==> config.mk <==
export PLATFORM = sky130hd
export DESIGN_NAME = one_wire_bus_master
export DESIGN_NICKNAME = d
export VERILOG_FILES = /design/src/rtl/ow_pkg.sv /design/src/rtl/ow_slot_seq.sv /design/src/rtl/one_wire_bus_master.sv
export SDC_FILE = /design/constraint.sdc
export NUM_CORES = 1
export LEC_CHECK = 0
export BUFFER_PORTS_ARGS = -buffer_cell sky130_fd_sc_hd__buf_4
export CAP_MARGIN = 20
export CELL_PAD_IN_SITES_DETAIL_PLACEMENT = 0
export CELL_PAD_IN_SITES_GLOBAL_PLACEMENT = 1
export CORE_MARGIN = 3
export CORE_UTILIZATION = 25
export CTS_CLUSTER_DIAMETER = 50
export DETAILED_ROUTE_END_ITERATION = 6
export PLACE_DENSITY = 0.59
export SYNTH_ARGS = -nofsm -noshare
export SYNTH_HDL_FRONTEND = slang
export SYNTH_SLANG_ARGS = --single-unit
export TNS_END_PERCENT = 1
==> constraint.sdc <==
create_clock -name clk -period 6.55 [get_ports clk]
set_input_delay 0.3275 -clock clk [delete_from_list [all_inputs] [get_ports clk]]
set_output_delay 0.3275 -clock clk [all_outputs]
set_load 0.03 [all_outputs]
==> src/rtl/ow_pkg.sv <==
// Shared types, codes and register defaults for the 1-Wire bus master.
`default_nettype none

package ow_pkg;

  // Command codes carried in the op field of an input word.
  typedef enum logic [2:0] {
    OP_NONE  = 3'd0,
    OP_RESET = 3'd1,
    OP_WRITE = 3'd2,
    OP_READ  = 3'd3,
    OP_BIT   = 3'd4
  } op_t;

  // Slot sequencer phases.
  typedef enum logic [2:0] {
    PH_IDLE   = 3'd0,
    PH_LOW    = 3'd1,
    PH_WAIT   = 3'd2,
    PH_SAMPLE = 3'd3,
    PH_REC    = 3'd4
  } phase_t;

  // Configuration register indexes.
  localparam logic [2:0] CFG_RESET_LOW     = 3'd0;
  localparam logic [2:0] CFG_PRESENCE_WAIT = 3'd1;
  localparam logic [2:0] CFG_SLOT_LONG     = 3'd2;
  localparam logic [2:0] CFG_SHORT_GAP     = 3'd3;
  localparam logic [2:0] CFG_READ_LOW      = 3'd4;
  localparam logic [2:0] CFG_READ_SAMPLE   = 3'd5;

  localparam int CFG_IDX_W  = 3;
  localparam int CFG_DATA_W = 10;
  localparam int TIME_W     = 10;

  // Register defaults, in microseconds.
  localparam logic [9:0] RESET_LOW_DEF     = 10'd480;
  localparam logic [7:0] PRESENCE_WAIT_DEF = 8'd60;
  localparam logic [7:0] SLOT_LONG_DEF     = 8'd60;
  localparam logic [5:0] SHORT_GAP_DEF     = 6'd8;
  localparam logic [3:0] READ_LOW_DEF      = 4'd1;
  localparam logic [3:0] READ_SAMPLE_DEF   = 4'd3;

  typedef struct packed {
    logic [9:0] reset_low_us;
    logic [7:0] presence_wait_us;
    logic [7:0] slot_long_us;
    logic [5:0] short_gap_us;
    logic [3:0] read_low_us;
    logic [3:0] read_sample_us;
  } cfg_t;

  // Result of one tick.
  typedef struct packed {
    logic       drive_low;
    logic       busy;
    logic       done;
    logic       presence;
    logic [7:0] read_data;
    logic       rejected;
  } res_t;

  // A programmed length of zero counts as one tick.
  function automatic logic [TIME_W-1:0] at_least_one(input logic [TIME_W-1:0] v);
    at_least_one = (v == '0) ? TIME_W'(1) : v;
  endfunction

endpackage

`default_nettype wire

==> src/rtl/ow_slot_seq.sv <==
// Slot sequencer: phase, timer, bit counter and shift byte, one tick per step.
`default_nettype none

module ow_slot_seq (
  input  wire logic          clk,
  input  wire logic          rst_n,
  input  wire logic          step_en,
  input  wire logic [2:0]    op,
  input  wire logic [7:0]    data_byte,
  input  wire logic          line_level,
  input  ow_pkg::cfg_t       cfg,
  output ow_pkg::res_t       res,
  output logic               idle
);

  ow_pkg::phase_t                 phase_r, phase_nxt;
  ow_pkg::op_t                    kind_r, kind_nxt;
  logic [ow_pkg::TIME_W-1:0]      time_left_r, time_left_nxt;
  logic [3:0]                     bit_index_r, bit_index_nxt;
  logic [7:0]                     shift_r, shift_nxt;
  logic                           pres_r, pres_nxt;

  // Length of the low pulse that opens a slot.
  function automatic logic [ow_pkg::TIME_W-1:0] open_len(
    input ow_pkg::op_t  k,
    input logic         b,
    input ow_pkg::cfg_t c
  );
    logic [ow_pkg::TIME_W-1:0] v;
    case (k)
      ow_pkg::OP_RESET: v = c.reset_low_us;
      ow_pkg::OP_WRITE: v = b ? ow_pkg::TIME_W'(c.short_gap_us)
                              : ow_pkg::TIME_W'(c.slot_long_us);
      default:          v = ow_pkg::TIME_W'(c.read_low_us);
    endcase
    open_len = ow_pkg::at_least_one(v);
  endfunction

  assign idle = (phase_r == ow_pkg::PH_IDLE);

  always_comb begin
    logic is_cmd;
    logic finish;
    logic cur_bit;
    phase_nxt     = phase_r;
    kind_nxt      = kind_r;
    time_left_nxt = time_left_r;
    bit_index_nxt = bit_index_r;
    shift_nxt     = shift_r;
    pres_nxt      = pres_r;
    res           = '0;
    finish        = 1'b0;
    is_cmd        = (op == ow_pkg::OP_RESET) || (op == ow_pkg::OP_WRITE) ||
                    (op == ow_pkg::OP_READ)  || (op == ow_pkg::OP_BIT);

    if (phase_nxt == ow_pkg::PH_IDLE) begin
      if (is_cmd) begin
        kind_nxt      = ow_pkg::op_t'(op);
        bit_index_nxt = '0;
        shift_nxt     = (op == ow_pkg::OP_WRITE) ? data_byte : 8'd0;
        pres_nxt      = 1'b0;
        phase_nxt     = ow_pkg::PH_LOW;
        time_left_nxt = open_len(kind_nxt, shift_nxt[0], cfg);
      end
    end else if (is_cmd) begin
      res.rejected = 1'b1;
    end

    if (phase_nxt != ow_pkg::PH_IDLE) begin
      res.busy      = 1'b1;
      res.drive_low = (phase_nxt == ow_pkg::PH_LOW);
      if (phase_nxt == ow_pkg::PH_SAMPLE) begin
        if (kind_nxt == ow_pkg::OP_RESET) pres_nxt = ~line_level;
        else shift_nxt = shift_nxt | (8'(line_level) << bit_index_nxt[2:0]);
        phase_nxt = ow_pkg::PH_REC;
      end
      time_left_nxt = time_left_nxt - ow_pkg::TIME_W'(1);
      if (time_left_nxt == '0) begin
        cur_bit = shift_nxt[bit_index_nxt[2:0]];
        case (phase_nxt)
          ow_pkg::PH_LOW: begin
            if (kind_nxt == ow_pkg::OP_WRITE) begin
              phase_nxt     = ow_pkg::PH_REC;
              time_left_nxt = ow_pkg::at_least_one(cur_bit ?
                                ow_pkg::TIME_W'(cfg.slot_long_us) :
                                ow_pkg::TIME_W'(cfg.short_gap_us));
            end else begin
              phase_nxt     = ow_pkg::PH_WAIT;
              time_left_nxt = ow_pkg::at_least_one((kind_nxt == ow_pkg::OP_RESET) ?
                                ow_pkg::TIME_W'(cfg.presence_wait_us) :
                                ow_pkg::TIME_W'(cfg.read_sample_us));
            end
          end
          ow_pkg::PH_WAIT: begin
            phase_nxt     = ow_pkg::PH_SAMPLE;
            time_left_nxt = ow_pkg::at_least_one((kind_nxt == ow_pkg::OP_RESET) ?
                              cfg.reset_low_us : ow_pkg::TIME_W'(cfg.slot_long_us));
          end
          default: begin
            // end of recovery: reset and single-bit reads are complete
            if (kind_nxt == ow_pkg::OP_RESET || kind_nxt == ow_pkg::OP_BIT) begin
              finish = 1'b1;
            end else begin
              bit_index_nxt = bit_index_nxt + 4'd1;
              if (bit_index_nxt[3]) begin
                finish = 1'b1;
              end else begin
                phase_nxt     = ow_pkg::PH_LOW;
                time_left_nxt = open_len(kind_nxt, shift_nxt[bit_index_nxt[2:0]], cfg);
              end
            end
          end
        endcase
      end else begin
        cur_bit = 1'b0;
      end
      if (finish) begin
        res.done = 1'b1;
        if (kind_nxt == ow_pkg::OP_RESET) res.presence = pres_nxt;
        else if (kind_nxt == ow_pkg::OP_READ) res.read_data = shift_nxt;
        else if (kind_nxt == ow_pkg::OP_BIT) res.read_data = {7'd0, shift_nxt[0]};
        phase_nxt     = ow_pkg::PH_IDLE;
        time_left_nxt = '0;
      end
    end else begin
      cur_bit = 1'b0;
    end
  end

  always_ff @(posedge clk) begin
    if (!rst_n) begin
      phase_r     <= ow_pkg::PH_IDLE;
      kind_r      <= ow_pkg::OP_NONE;
      time_left_r <= '0;
      bit_index_r <= '0;
      shift_r     <= '0;
      pres_r      <= 1'b0;
    end else if (step_en) begin
      phase_r     <= phase_nxt;
      kind_r      <= kind_nxt;
      time_left_r <= time_left_nxt;
      bit_index_r <= bit_index_nxt;
      shift_r     <= shift_nxt;
      pres_r      <= pres_nxt;
    end
  end

endmodule

`default_nettype wire

==> src/rtl/one_wire_bus_master.sv <==
// Top level of the 1-Wire bus master: timing registers, slot sequencer, result register.
`default_nettype none

// One input word is one microsecond of bus time: the sampled line level plus an
// optional command (reset with presence detect, write byte, read byte, read bit).
// Every accepted word yields exactly one result word carrying the drive level,
// busy, a one-word done pulse and, on done, the presence flag or the read data.
// A command that arrives while an operation is running, including its done word,
// is dropped and flagged with rejected. Throughput is one word per clock but for
// input stalls; a result register gives the result in the cycle after its word
// is taken. Sequencer state (phase, 10-bit timer, bit counter, shift byte) steps
// once per word. The input side stalls only while a result waits and the output
// side stalls. The user must write timing registers through the cfg port only
// while no operation is running; the block does not enforce it. Each length is
// latched as its phase begins; a zero acts as one microsecond. No clearing pass.
module one_wire_bus_master (
  input  wire logic                          clk,
  input  wire logic                          rst_n,
  // input words
  input  wire logic                          in_valid,
  output logic                               in_stall,
  input  wire logic [2:0]                    in_op,
  input  wire logic [7:0]                    in_data_byte,
  input  wire logic                          in_line_level,
  // result words
  output logic                               out_valid,
  input  wire logic                          out_stall,
  output logic                               out_drive_low,
  output logic                               out_busy_res,
  output logic                               out_done_res,
  output logic                               out_presence,
  output logic [7:0]                         out_read_data,
  output logic                               out_rejected,
  // timing registers
  input  wire logic                          cfg_we,
  input  wire logic [ow_pkg::CFG_IDX_W-1:0]  cfg_index,
  input  wire logic [ow_pkg::CFG_DATA_W-1:0] cfg_data
);

  ow_pkg::cfg_t cfg_r;
  ow_pkg::res_t step_res;
  ow_pkg::res_t res_r;
  logic         out_valid_r;
  logic         accept;
  logic         seq_idle;

  // Stall only while a held result cannot leave.
  assign in_stall = out_valid_r & out_stall;
  assign accept   = in_valid & ~in_stall;

  // Timing registers; bits above each width are dropped, unknown indexes ignored.
  always_ff @(posedge clk) begin
    if (!rst_n) begin
      cfg_r.reset_low_us     <= ow_pkg::RESET_LOW_DEF;
      cfg_r.presence_wait_us <= ow_pkg::PRESENCE_WAIT_DEF;
      cfg_r.slot_long_us     <= ow_pkg::SLOT_LONG_DEF;
      cfg_r.short_gap_us     <= ow_pkg::SHORT_GAP_DEF;
      cfg_r.read_low_us      <= ow_pkg::READ_LOW_DEF;
      cfg_r.read_sample_us   <= ow_pkg::READ_SAMPLE_DEF;
    end else if (cfg_we) begin
      case (cfg_index)
        ow_pkg::CFG_RESET_LOW:     cfg_r.reset_low_us     <= cfg_data;
        ow_pkg::CFG_PRESENCE_WAIT: cfg_r.presence_wait_us <= cfg_data[7:0];
        ow_pkg::CFG_SLOT_LONG:     cfg_r.slot_long_us     <= cfg_data[7:0];
        ow_pkg::CFG_SHORT_GAP:     cfg_r.short_gap_us     <= cfg_data[5:0];
        ow_pkg::CFG_READ_LOW:      cfg_r.read_low_us      <= cfg_data[3:0];
        ow_pkg::CFG_READ_SAMPLE:   cfg_r.read_sample_us   <= cfg_data[3:0];
        default: ;
      endcase
    end
  end

  // Sequencer advances exactly one tick per accepted word.
  ow_slot_seq u_seq (
    .clk        (clk),
    .rst_n      (rst_n),
    .step_en    (accept),
    .op         (in_op),
    .data_byte  (in_data_byte),
    .line_level (in_line_level),
    .cfg        (cfg_r),
    .res        (step_res),
    .idle       (seq_idle)
  );

  // Result register: loads on accept, drains when the far side takes it.
  always_ff @(posedge clk) begin
    if (!rst_n) begin
      out_valid_r <= 1'b0;
    end else if (accept) begin
      out_valid_r <= 1'b1;
    end else if (!out_stall) begin
      out_valid_r <= 1'b0;
    end
  end

  always_ff @(posedge clk) begin
    if (accept) begin
      res_r <= step_res;
    end
  end

  assign out_valid     = out_valid_r;
  assign out_drive_low = res_r.drive_low;
  assign out_busy_res  = res_r.busy;
  assign out_done_res  = res_r.done;
  assign out_presence  = res_r.presence;
  assign out_read_data = res_r.read_data;
  assign out_rejected  = res_r.rejected;

  // A finishing tick leaves the sequencer idle for the next word.
  a_done_to_idle: assert property (@(posedge clk) disable iff (!rst_n)
    accept && step_res.done |=> seq_idle)
    else $error("sequencer not idle after done");

  // Presence and read data are only reported with done.
  a_payload_on_done: assert property (@(posedge clk) disable iff (!rst_n)
    out_valid_r && (out_presence || out_read_data != 8'd0) |-> out_done_res)
    else $error("presence or read data without done");

  // Bus is pulled low and commands are rejected only while an operation runs.
  a_drive_busy: assert property (@(posedge clk) disable iff (!rst_n)
    out_valid_r && (out_drive_low || out_rejected) |-> out_busy_res)
    else $error("drive or reject while not busy");

  // An idle sequencer never rejects the command it is handed.
  a_idle_accepts: assert property (@(posedge clk) disable iff (!rst_n)
    accept && seq_idle |-> !step_res.rejected)
    else $error("command rejected while idle");

endmodule

`default_nettype wire

==> reports/qor.yml, run 1 <==
outcome:
  outcome: "complete, no violations"
floorplanning:
  io_pins: 45
  die_h_um: 157.1
  rows: 54
  core_mm2: 0.02216
  die_area_mm2: 0.02468
  initial_utilization_pct: 25.76
  die_w_um: 157.1
pwr:
  seqPwrFrac_pct: 37.9
  swShare_pct: 35.89
  ir_drop_v: 0.0001116
  power.internal_uw: 962.4
  combPwrFrac_pct: 28.3
  p_leak_nw: 2.472
  finalPower_mw: 1.501
  p_sw_uw: 538.7
  pwr-share-clk_pct: 33.7
  cellPowerDensity_mw_per_mm2: 231.5
clock_tree:
  clock_sinks: 83
  cts_root_buf: "clkbuf_16"
  cts_tree: "built"
  post-cts-setup-buffers: 0
  clock_tree.buffer_depth: 2
  worstSkewPairLatency_ns: 0.35
  holdBufCountCts: 0
  ctsResizeCount: 0
  path_clk_slew_ns: 0.07
  h-tree-depth: 3
  cts_buffers: 9
grt:
  track_usage_pct: 16.81
  grt_pass1_vias: 5503
  antenna_found_initial: 0
  grt_overflow_total: 0
  grt_max_degree: 78
  grt_first_pass_wirelength_mm: 32.44
worst_setup_path:
  path_class: "reg -> reg"
  worst_setup_path_start_kind: "flip-flop"
  cp_data_required_time_ns: 6.76
  ff2ff_setup_slack_ns: 2.00
  cp.arrival_ns: 4.77
  critPathMaxFanout: 14
  cp-end-kind: "flip-flop"
synthesis:
  synth_compound_area_share_pct: 27.09
  async_flop_share_pct: 0
  synth-xor-area-share_pct: 1.228
  ys_warn_count: 0
  synth_top_family_by_area: "compound AO/OA/AOI/OAI gates"
  synth-simple-area-share_pct: 26.94
  syn_inst: 708
  synthAdderAreaFrac_pct: 0.6576
  seq_area_frac_synth_pct: 31.39
  synth-edff-count: 13
  synth_seq_cells: 83
  syn-mean-instance-area_um2: 8.062
  synth_ff_type: "dfxtp_1"
  syn_area_mm2: 0.005708
  synth_cell_type_count: 92
  synth_fp_nets: 741
  synthMuxAreaShare_pct: 7.453
timing:
  min_period_ns: 4.552
  finalClockSkew_ns: 0.009502
  timing.fmax_mhz: 219.7
  setup_tns_ns: 0
  fin_crit_sh_pct: 69.50
  tightest_slew_ns: 1.034
  final_hold_viol_count: 0
  drv_slew: 0
  rsz0062_at_grt: "false"
  relSlewSlack_pct: 30.92
  setup_viol: 0
routing:
  vias: 5608
  viasPerCell: 5.563
  routed_wl_mm: 20.68
  routedWlPerCell_um: 20.52
  drc: 0
  ant_nets: 0
  drt_iter0_markers: 501
  drt_first_pass_iters: 5
cells_and_area:
  fin_nets: 756
  final_cell_mix: "nand2_1, dfxtp_1, buf_4"
  drive_gt1_share_pct: 15.52
  multiInputGateArea_mm2: 0.003617
  num_antenna_cells: 0
  regArea_mm2: 0.001792
  fill_cells: 2406
  area_delta_synth_final_pct: 13.61
  final_common_cell: "nand2_1"
placement:
  gp_congestion: 0.8809
  dp_hpwl_mm: 14.89
  port_buffers: 44
flow_run:
  cap_viol_max_count: 0
worst_hold_path:
  hold_class: "in -> reg"
-- Yosys cell counts, drive strengths merged, types with 7 or more instances --
| cell type | n | area share [%] |
|---|---|---|
| a211oi | 8 | 1.3 |
| a21boi | 23 | 3.0 |
| a21oi | 30 | 2.6 |
| a31oi | 17 | 1.9 |
| buf | 20 | 2.5 |
| clkbuf | 27 | 1.8 |
| dfxtp | 70 | 25 |
| edfxtp | 13 | 6.8 |
| inv | 14 | 0.92 |
| mux2 | 10 | 2.0 |
| mux2i | 29 | 5.1 |
| nand2 | 120 | 7.9 |
| nand3 | 39 | 3.5 |
| nor2 | 37 | 2.9 |
| nor2b | 22 | 2.4 |
| nor3 | 21 | 2.3 |
| nor4 | 7 | 0.77 |
| nor4b | 7 | 1.1 |
| o211a | 9 | 1.6 |
| o21ai | 40 | 3.6 |
| o22ai | 7 | 0.77 |
| o31ai | 7 | 1.0 |
-- stage by stage --
stage	setup slack (ns)	hold WS [ns]	std cells	area [um^2]	util (%)
finish	1.998	0.1941	1008	6485	29.26
detailed placement	1.812	0.4683	992	6198	27.97
floorplan	2.645	0.4406	708	5708	-
global placement	1.818	0.4676	992	6198	27.97
global route	1.723	0.1976	1008	6485	29.26
CTS	1.990	0.1832	1008	6485	29.26
-- power by group through the flow --
stage	logic, mW	clock network (mW)	registers, mW
floorplan	0.288	0	0.578
global placement	0.426	0	0.582
detailed placement	0.419	0	0.580
CTS	0.421	0.524	0.569
global route	0.459	0.540	0.572
finish	0.425	0.506	0.569
-- worst paths after layout --
kind                 endpoint              from  depth (start not counted)
max          out_read_data[1]  u_seq.phase_r[0]                         12
min                 out_valid          in_valid                          2
max reg2reg  out_read_data[1]  u_seq.phase_r[0]                         12
min reg2reg         cfg_r[22]         cfg_r[22]                          2
-- worst max-delay path, stage by stage (launching register included) --
cell      delay, ns
dfxtp_1        0.40
or3_4          0.51
nor3_4         0.53
o2111a_2       0.34
a32o_1         0.35
inv_1          0.08
ha_1           0.23
xor2_1         0.19
or4b_4         0.54
a211oi_4       0.42
nand4_4        0.25
or2_1          0.44
nor2_2         0.15
-- kinds of logic after synthesis --
kind of cell             count (synthesis)
XOR/XNOR                                 8
AO/OA/AOI/OAI                          214
buffers and inverters                   62
flip-flops                              83
adder cells (fa/ha/maj)                  3
multiplexers                            40
AND/OR/NAND/NOR                        298
-- area by class of cell --
cell class	count	area share, %
multi-input cells	563	55.78
flip-flops and latches	83	27.63
repair buffers	51	5.904
well taps	280	5.402
clock buffers	10	3.685
inverters	15	0.8682
clock inverters	6	0.7332
-- routing by layer --
layer / part of all wire, % / GRT usage, %
met2: 48 / 27.88
met1: 46 / 22.40
met5: 0 / 0
met4: 2.0 / 5.083
met3: 4.4 / 2.887
-- flip-flops by register name, indices dropped and copies added (netlist names) --
| name | flops |
|---|---|
| cfg_r | 40 |
| out_busy_res | 1 |
| out_done_res | 1 |
| out_drive_low | 1 |
| out_presence | 1 |
| out_read_data | 8 |
| out_rejected | 1 |
| out_valid | 1 |
| u_seq.bit_index_r | 4 |
| u_seq.kind_r | 3 |
| u_seq.phase_r | 3 |
| u_seq.pres_r | 1 |
| u_seq.shift_r | 8 |
| u_seq.time_left_r | 10 |
Note: power is estimated with default switching activity, not from simulation.
==> run 2, diff against run 1 <==
--- a/config.mk
+++ b/config.mk
@@ -5,6 +5,7 @@
 export SDC_FILE = /design/constraint.sdc
 export NUM_CORES = 1
 export LEC_CHECK = 0
+export ABC_AREA = 1
 export BUFFER_PORTS_ARGS = -buffer_cell sky130_fd_sc_hd__buf_4
 export CAP_MARGIN = 20
 export CELL_PAD_IN_SITES_DETAIL_PLACEMENT = 0
@@ -13,7 +14,7 @@
 export CORE_UTILIZATION = 25
 export CTS_CLUSTER_DIAMETER = 50
 export DETAILED_ROUTE_END_ITERATION = 6
-export PLACE_DENSITY = 0.59
+export PLACE_DENSITY = 0.63
 export SYNTH_ARGS = -nofsm -noshare
 export SYNTH_HDL_FRONTEND = slang
 export SYNTH_SLANG_ARGS = --single-unit
==> constraint.sdc (replaced) <==
create_clock -name clk -period 4.03 [get_ports clk]
set_input_delay 0.2015 -clock clk [delete_from_list [all_inputs] [get_ports clk]]
set_output_delay 0.2015 -clock clk [all_outputs]
set_load 0.03 [all_outputs]
==> reports/qor.yml, run 2 <==
outcome:
  outcome: "complete, no violations"  # unchanged
routing:
  vias: 5873  # was 5608
  drt_iter0_markers: 437  # was 501
  drt_first_pass_iters: 5  # unchanged
  viasPerCell: 4.717  # was 5.563
  ant_nets: 0  # unchanged
  routedWlPerCell_um: 16.41  # was 20.52 um
  drc: 0  # unchanged
  routed_wl_mm: 20.43  # was 20.68 mm
clock_tree:
  h-tree-depth: 3  # unchanged
  holdBufCountCts: 0  # unchanged
  clock_tree.buffer_depth: 2  # unchanged
  cts_tree: "built"  # unchanged
  worstSkewPairLatency_ns: 0.35  # about the same
  cts_root_buf: "clkbuf_16"  # unchanged
  cts_buffers: 9  # unchanged
  ctsResizeCount: 0  # unchanged
  path_clk_slew_ns: 0.07  # about the same
  clock_sinks: 83  # unchanged
  post-cts-setup-buffers: 0  # unchanged
cells_and_area:
  fin_nets: 960  # was 756
  fill_cells: 2593  # was 2406
  largest_register_ffs: 40  # unchanged
  num_antenna_cells: 0  # unchanged
  final_cell_mix: "nand2_1, inv_1, nor2_1"  # was nand2_1, dfxtp_1, buf_4
  multiInputGateArea_mm2: 0.003457  # was 0.003617 mm^2
  reg_top3: "cfg_r (40), u_seq.time_left_r (10)"  # unchanged
  top_register: "cfg_r"  # unchanged
  final_area_mm2: 0.006865  # was 0.006485 mm^2
  final_common_cell: "nand2_1"  # unchanged
  drive_gt1_share_pct: 16.85  # was 15.52%
  regArea_mm2: 0.001792  # unchanged
  area_delta_synth_final_pct: 16.55  # was 13.61%
synthesis:
  synth.most_common_cell: "nand2_1"  # unchanged
  syn_inst: 882  # was 708
  synth-edff-count: 13  # unchanged
  syn-mean-instance-area_um2: 6.679  # was 8.062 um^2
  async_flop_share_pct: 0  # unchanged
  synth_seq_cells: 83  # unchanged
  synth_cell_type_count: 57  # was 92
  syn_area_mm2: 0.005891  # was 0.005708 mm^2
  ys_warn_count: 0  # unchanged
  synth_ff_type: "dfxtp_1"  # unchanged
  synth_commonest_cells: "nand2_1, inv_1, nor2_1"  # was nand2_1, dfxtp_1, nand3_1
  synth_top_area_share_pct: 23.79  # was 24.55%
  synthTopCellsByArea: "dfxtp_1, nand2_1, inv_1"  # was dfxtp_1, nand2_1, edfxtp_1
  synth_area_leader_cell: "dfxtp_1"  # unchanged
  synth_fp_nets: 915  # was 741
  seq_area_frac_synth_pct: 30.42  # was 31.39%
timing:
  tightest_slew_ns: 0.6800  # was 1.034 ns
  relSlewSlack_pct: 54.62  # was 30.92%
  min_period_ns: 3.665  # was 4.552 ns
  setup_viol: 0  # unchanged
  fin_crit_sh_pct: 90.94  # was 69.50%
  rsz0062_at_grt: "true"  # was false
  drv_slew: 0  # unchanged
  hold-worst-slack_ns: 0.07777  # was 0.1941 ns
  final_hold_viol_count: 0  # unchanged
  finalClockSkew_ns: 0.009015  # was 0.009502 ns
  setup_slack_ns: 0.3650  # was 1.998 ns
  setup_tns_ns: 0  # unchanged
  timing.fmax_mhz: 272.9  # was 219.7 MHz
worst_setup_path:
  path_class: "reg -> reg"  # unchanged
  cp.depth: 20  # was 12
  crit_family: "simple AND/OR/NAND/NOR gates"  # unchanged
  cp.buffers_inverters: 2  # was 1
  cp_slowest_cell: "dfxtp_1"  # was or4b_4
  cp.arrival_ns: 3.87  # was 4.77 ns
  cp_data_required_time_ns: 4.24  # was 6.76 ns
  worst_setup_path_start_kind: "flip-flop"  # unchanged
  slowest_delay_ns: 0.33  # was 0.54 ns
  reg2reg_depth: 20  # was 12
  cp-end-kind: "flip-flop"  # unchanged
  critPathMaxFanout: 16  # was 14
  critical_path.cell_chain: "nor2_2 -> nand2_2 -> inv_2 -> nand2_4 -> nor2_1 -> nand2_1 -> o21ai_0 -> ha_1 -> nand2_1 -> nor2_4 -> nand3_2 -> xor2_1 -> nand2_1 -> nor2_2 -> nand3_4 -> nor2_4 -> inv_2 -> nor2_4 -> nand2_4 -> a21oi_2"  # was or3_4 -> nor3_4 -> o2111a_2 -> a32o_1 -> inv_1 -> ha_1 -> xor2_1 -> or4b_4 -> a211oi_4 -> nand4_4 -> or2_1 -> nor2_2
pwr:
  p_leak_nw: 3.006  # was 2.472 nW
  cellPowerDensity_mw_per_mm2: 366.9  # was 231.5 mW/mm^2
  finalPower_mw: 2.519  # was 1.501 mW
  ir_drop_v: 0.0001647  # was 0.0001116 V
grt:
  grt_max_degree: 56  # was 78
  grt_pass1_vias: 5619  # was 5503
  grt_overflow_total: 0  # unchanged
  antenna_found_initial: 0  # unchanged
  grt_first_pass_wirelength_mm: 32.27  # was 32.44 mm
  track_usage_pct: 16.01  # was 16.81%
floorplanning:
  die_w_um: 159.5  # was 157.1 um
  die_h_um: 159.5  # was 157.1 um
  core_mm2: 0.02292  # was 0.02216 mm^2
  initial_utilization_pct: 25.71  # was 25.76%
  rows: 55  # was 54
  die_area_mm2: 0.02544  # was 0.02468 mm^2
  io_pins: 45  # unchanged
worst_hold_path:
  hold_class: "in -> reg"  # unchanged
  whs_path_depth: 3  # was 2
flow_run:
  cap_viol_max_count: 0  # unchanged
placement:
  dp_hpwl_mm: 15.99  # was 14.89 mm
  pre_cts_ws_ns: 0.2517  # was 1.812 ns
  gp_congestion: 0.9261  # was 0.8809
  port_buffers: 44  # unchanged
  placed_area_mm2: 0.006575  # was 0.006198 mm^2
-- run 2: cell types whose count changed in the layout (fill, tap and decap cells not counted), moves of 39 or more --
cell	change
nor2_1	+59
nand2_1	+87
nand3_1	+44
inv_1	+101
o21ai_0	+39
-- run 2: kinds of logic (layout without fill, tap and decap cells) --
group | count (synthesis) | count (layout) | share of synthesized area (%)
xor gates and xnor gates | 9 | 9 | 1.721
buffers and inverters | 153 | 203 | 11.02
DFF | 83 | 83 | 30.42
AOI/OAI and AO/OA | 194 | 194 | 19.78
muxes | 2 | 2 | 0.5522
and+or+nand+nor | 438 | 438 | 35.88
adders and majority gates | 3 | 3 | 0.6373
-- run 2: stage by stage --
| step | std cells | util, % |
|---|---|---|
| 2_1_floorplan | 882 | - |
| 3_3_place_gp | 1229 | 28.69 |
| 3_5_place_dp | 1229 | 28.69 |
| 4_1_cts | 1245 | 29.96 |
| 5_1_grt | 1245 | 29.96 |
| 6_report | 1245 | 29.96 |
-- run 2: per-layer routing --
metal	vias to the layer above	track usage, %	routed length, um
met1	2728	20.64	9377
met2	133	27.98	9983
met5	-	0	0
li1	2996	-	-
met4	0	3.462	208
met3	16	2.784	856
-- run 2: path summary, 6_finish.rpt --
kind	start	endpoint	slack, ns
worst min register to register	cfg_r[24]	cfg_r[24]	0.46
worst max register to register	u_seq.phase_r[2]	out_read_data[1]	0.37
worst max-delay path	u_seq.phase_r[2]	out_read_data[1]	0.37
worst min-delay path	cfg_data[8]	cfg_r[38]	0.08
-- run 2: power by group --
group	leakage (nW)	internal, mW	switching (mW)
Combinational	2.16	0.246	0.538
Sequential	0.702	0.882	0.0233
Clock	0.148	0.467	0.363
Total	3.01	1.59	0.924
-- run 2: final cells by class --
class,count,share of cell area [%]
Multi-Input combinational cell,646,50.36
Sequential cell,83,26.10
Inverter,127,7.053
Timing Repair Buffer,60,6.561
Tap cell,313,5.704
Clock buffer,12,3.882
Clock inverter,4,0.3463
-- run 2: worst register-to-register path: cells and delay by family, from the launching register on --
| family | cells | cell delay (ns) |
|---|---|---|
| AND/OR/NAND/NOR | 14 | 2.05 |
| buffers and inverters | 2 | 0.27 |
| adder cells (fa/ha/maj) | 1 | 0.26 |
| XOR/XNOR | 1 | 0.31 |
| flip-flops | 1 | 0.33 |
| AO/OA/AOI/OAI | 2 | 0.31 |
